File: src/sv/bums_pkg.sv
// ----------------------------------------------------------------------------
// bums_pkg
// Shared types and constants of the bottom-up merge sorter.
// ----------------------------------------------------------------------------
package bums_pkg;

   localparam int KEY_W         = 32;
   localparam int MAX_ITEMS_DEF = 64;

   // write/read steering between the sequencer and the key stores
   typedef struct packed {
      logic wr_en;    // write one entry this cycle
      logic wr_dst;   // 0: key store, 1: work store
      logic src_sel;  // store that the reads issued this cycle come from
   } st_ctl_type;

endpackage

File: src/sv/bums_store.sv
// ----------------------------------------------------------------------------
// bums_store
// Key store and work store used as a ping-pong pair, two read ports each,
// registered reads with write-to-read forwarding.
// ----------------------------------------------------------------------------
module bums_store #(
   parameter int MAX_ITEMS = bums_pkg::MAX_ITEMS_DEF
) (
   input  logic                                 clock,
   input  logic                                 reset,
   input  bums_pkg::st_ctl_type                 ctl,
   input  logic [$clog2(MAX_ITEMS)-1:0]         wr_addr,
   input  logic signed [bums_pkg::KEY_W-1:0]    wr_data,
   input  logic [$clog2(MAX_ITEMS)-1:0]         rd_addr_a,
   input  logic [$clog2(MAX_ITEMS)-1:0]         rd_addr_b,
   output logic signed [bums_pkg::KEY_W-1:0]    head_a,
   output logic signed [bums_pkg::KEY_W-1:0]    head_b
);
   import bums_pkg::*;

   logic signed [KEY_W-1:0] key_store  [MAX_ITEMS];
   logic signed [KEY_W-1:0] work_store [MAX_ITEMS];

   logic signed [KEY_W-1:0] ks_a_ff, ks_b_ff, ws_a_ff, ws_b_ff;
   logic                    sel_ff;
   logic                    ks_wr, ws_wr;

   assign ks_wr = ctl.wr_en && !ctl.wr_dst;
   assign ws_wr = ctl.wr_en &&  ctl.wr_dst;

   always_ff @(posedge clock) begin
      if (ks_wr) begin
         key_store[wr_addr] <= wr_data;
      end
      if (ws_wr) begin
         work_store[wr_addr] <= wr_data;
      end
   end

   // a read of the entry written in the same cycle returns the new key
   always_ff @(posedge clock) begin
      ks_a_ff <= (ks_wr && wr_addr == rd_addr_a) ? wr_data : key_store[rd_addr_a];
      ks_b_ff <= (ks_wr && wr_addr == rd_addr_b) ? wr_data : key_store[rd_addr_b];
      ws_a_ff <= (ws_wr && wr_addr == rd_addr_a) ? wr_data : work_store[rd_addr_a];
      ws_b_ff <= (ws_wr && wr_addr == rd_addr_b) ? wr_data : work_store[rd_addr_b];
   end

   always_ff @(posedge clock) begin
      if (reset) begin
         sel_ff <= 1'b0;
      end else begin
         sel_ff <= ctl.src_sel;
      end
   end

   assign head_a = sel_ff ? ws_a_ff : ks_a_ff;
   assign head_b = sel_ff ? ws_b_ff : ks_b_ff;

endmodule

File: config.mk
export PLATFORM = sky130hd
export DESIGN_NAME = bums_store
export DESIGN_NICKNAME = d
export VERILOG_FILES = /design/src/sv/bums_pkg.sv /design/src/sv/bums_store.sv
export SDC_FILE = /design/constraint.sdc
export NUM_CORES = 2
export LEC_CHECK = 0
export BUFFER_PORTS_ARGS = -buffer_cell sky130_fd_sc_hd__buf_2
export CAP_MARGIN = 20
export CORE_AREA = 2 2 529 1057
export DETAILED_ROUTE_END_ITERATION = 7
export DIE_AREA = 0 0 531 1059
export GPL_TIMING_DRIVEN = 0
export RECOVER_POWER = 50
export SYNTH_ARGS = -nofsm -noshare
export SYNTH_HDL_FRONTEND = slang
export SYNTH_SLANG_ARGS = --single-unit
File: constraint.sdc
create_clock -name clock -period 9 [get_ports clock]
set_input_delay 2.7 -clock clock [delete_from_list [all_inputs] [get_ports clock]]
set_output_delay 2.7 -clock clock [all_outputs]
set_load 0.005 [all_outputs]
==> key figures <==
Clock network
  • Number of CTS-inserted buffers: 355
  • Post-CTS Setup Bufs: 0
  • Sink Count: 4109
  • Number of H-tree levels: 5
  • Cell at the root of the clock tree: clkbuf_16
  • Clk slew on worst S/H paths: 0.07 ns
  • TritonCTS clock tree: done
  • Worst-case clock buffer depth: 4

Setup path
  • Critical-path top delay cell: mux4_2
  • Data required time of the critical path: 6.30 ns
  • Cells along the critical path: clkbuf_1 -> buf_4 -> clkbuf_2 -> buf_12 -> clkbuf_1 -> mux4_2 -> mux4_2 -> mux4_2 -> mux2_2 -> buf_2
  • Largest fanout of any net on the critical path: 10
  • Crit path DAT: 6.47 ns
  • Type of element capturing the critical path: primary output
  • Most frequent CP cell: mux4_2
  • Highest cell delay on the worst timing path: 0.80 ns
  • Category of the worst setup path launch point: flop
  • CP top delay family: buffers and inverters
  • Count of buffer and inverter cells on the critical path: 6
  • Critical setup path kind: reg -> out

Logic synthesis
  • Async SR Flop Fraction: 0
  • Leading register cell type out of synthesis: edfxtp_1
  • Sequential share of the synthesized area: 0.6563
  • Number of enable flip-flop cells after synthesis: 4096
  • Share of the synthesized area in the top cell type: 0.6549
  • Count of distinct cell types in the synthesized netlist: 20
  • Number of cells produced by synthesis: 7659
  • Syn_nets: 7714
  • Flop and latch count out of synthesis: 4109
  • Biggest area contributors in the synthesized netlist: edfxtp_1 (65%), mux4_2 (32%), clkbuf_1 (0.77%), buf_2 (0.38%), mux2_2 (0.38%)
  • Synth warnings: 0
  • Top cell type by total area after synthesis: edfxtp_1
  • Post-synthesis instance area: 187800 µm²
  • Syn_area_per_cell: 24.52 µm²

Floorplanning
  • Width of the die: 531 µm
  • Initial core utilization: 0.3388
  • Number of standard-cell rows in the floorplan: 387
  • Top Ports: 119
  • Die height: 1.059 mm
  • Core footprint: 554400 µm²
  • Die Outline Area: 562300 µm²

STA
  • Final critical-path required period: 9.174 ns
  • Post-route clock period utilization: 1.019
  • Setup Viol. Count Final: 19
  • Max Transition Viols Final: 4232
  • Maximum clock rate: 109.0 MHz
  • Worst max-slew margin expressed relative to the limit: -2.428
  • Min setup slack post-route: -0.1743 ns
  • Setup repair after global routing missed its margin: false
  • Worst-Margin Slew: 5.142 ns
  • Endpoints failing hold: 0

GRT
  • Met3 Usage GRT: 0.06223
  • Total congestion overflow: 0
  • Met1 Track Usage GR: 0.2508
  • Total global routing track utilization: 0.2790
  • Met2 Usage GRT: 0.4894
  • Largest net degree at the start of global routing: 97
  • Initial antenna violation count: 234
  • Global-route wire length before repair: 1020 mm
  • Layer with the highest usage: met2
  • Number of global-route vias before repair: 105800

Drt
  • Routed wire per std cell: 46.97 µm
  • Post-detailed-route DRC marker count: 0
  • Number of vias per cell after detailed routing: 6.178
  • Drt total wl: 794.1 mm
  • Pre-antenna DRT Iters: 6
  • Initial DRC Count: 14620
  • Number of antenna-violating nets in the routed design: 0
  • Count of vias placed by the detailed router: 104500

Flow run
  • Count of max-cap constraint violations: 67

Power and ir drop
  • Overall Power: 0.04239 W
  • Worst vdd ir: 0.1610 mV
  • Leakage: 64.41 nW
  • Power per cell area: 194.5 nW/µm²

Place
  • RePlAce Congestion: 1.002
  • Buffers on Ports: 112
  • Pre-CTS setup slack: 0.4797 ns
  • Post-DP HPWL: 599.8 mm

Status
  • Violations in the final reports: capacitance limit, slew limit, setup timing
  • Outcome: finished, violations left

Layout
  • Share of cells above drive strength 1: 0.4566
  • Nets: 8512
  • Layout Area Growth over Synthesis: 16.03%

Hold path
  • Hold depth: 1
  • Worst Hold Launch: rd_addr_b[2]
  • Type of the most critical hold path: in -> reg
-- placed cells by master, fill, tap and decap left out, types with 2 or more instances in the layout --
cell and instances:
buf_2 224, buf_8 117, inv_6 13, or3b_2 4
nand3b_1 6, diode_2 766, inv_1 12, clkinvlp_4 31
nor2b_1 2, clkinv_1 60, clkbuf_1 467, mux4_2 2688
nand3_1 4, buf_6 10, clkdlybuf4s15_2 2, clkinv_16 2
nor2_1 5, inv_16 2, buf_12 153, or3_1 2
nand2_1 14, clkbuf_16 361, clkinv_4 10, dfxtp_1 13
buf_1 71, bufinv_16 45, mux2_2 64, buf_16 22
edfxtp_1 4096, clkbuf_2 49, nor2_4 125, clkinv_8 8
buf_4 8, clkinv_2 57
-- state kept, by name, summed over array words and instances, names as in the netlist, named ones only --
| name | count |
|---|---|
| key_store | 2048 |
| work_store | 2048 |
| sel_ff | 1 |
-- routing by layer --
metal,part of all wire,vias up
met3,0.082,2525
met5,0.00087,-
li1,-,37550
met2,0.52,7260
met1,0.26,57030
met4,0.13,92
-- through the flow --
step                  util  cell area [µm²]  TNS, ns  hold slack (ns)  std cells
global route        0.3924           217600        0            1.845      16770
floorplan                -           187800        0            2.728       7659
CTS                 0.3904           216500        0            1.809      16110
finish              0.3931           217900   -1.244            1.843      16910
global placement    0.3564           197600   -20.61            2.809      15160
detailed placement  0.3691           204600        0            2.806      15460
-- cells by family (layout without fill, tap and decap cells) --
| kind of cell | count (synthesis) | after routing | synth area share |
|---|---|---|---|
| flops | 4109 | 4109 | 0.6563 |
| buf+inv | 633 | 1725 | 0.01391 |
| mux | 2752 | 2752 | 0.3262 |
| simple gates | 165 | 165 | 0.003644 |
| other cells | 0 | 766 | 0 |
-- what timing repair did --
| item | 4_1_cts | 5_1_grt |
|---|---|---|
| gates resized for setup | 10 | 2 |
| hold buffers | 0 | 0 |
| setup endpoints to repair | 44 | 13 |
-- cell type report --
cell class              instances  area, µm²
fillers                     48590     336500
flip-flops and latches       4109     123300
multi-input cells            2917      62880
clock buffers                 422       9263
well taps                    7391       9248
repair buffers                441       6115
plain buffers                 621       2663
clock inverters               229       2537
diodes                        766       1917
inverters                      12      45.04
-- synthesized netlist by cell type, types with 6 or more instances --
master       n
mux2_2      64
nand3b_1     6
nand2_1     14
edfxtp_1  4096
mux4_2    2688
buf_4        7
dfxtp_1     13
buf_1       82
inv_1       12
buf_2      144
nor2_1     130
clkbuf_1   384
-- worst max-delay path by stage --
stage	start	to	slack [ns]	depth (start not counted)
after floorplan	flop	head_a[10]	3.44	7
after global placement	flop	head_b[13]	-0.54	9
after detailed placement	flop	head_b[13]	0.48	10
after CTS	flop	head_a[11]	0.01	10
after global routing	flop	head_a[15]	0.009	10
final	flop	head_a[20]	-0.17	10
-- power breakdown --
group          internal, W  total [W]  switching [W]
registers           0.0212     0.0212      0.0000347
clock network      0.00872     0.0163        0.00756
logic              0.00163    0.00490        0.00327
No activity file was read; power rests on OpenSTA's default activity.
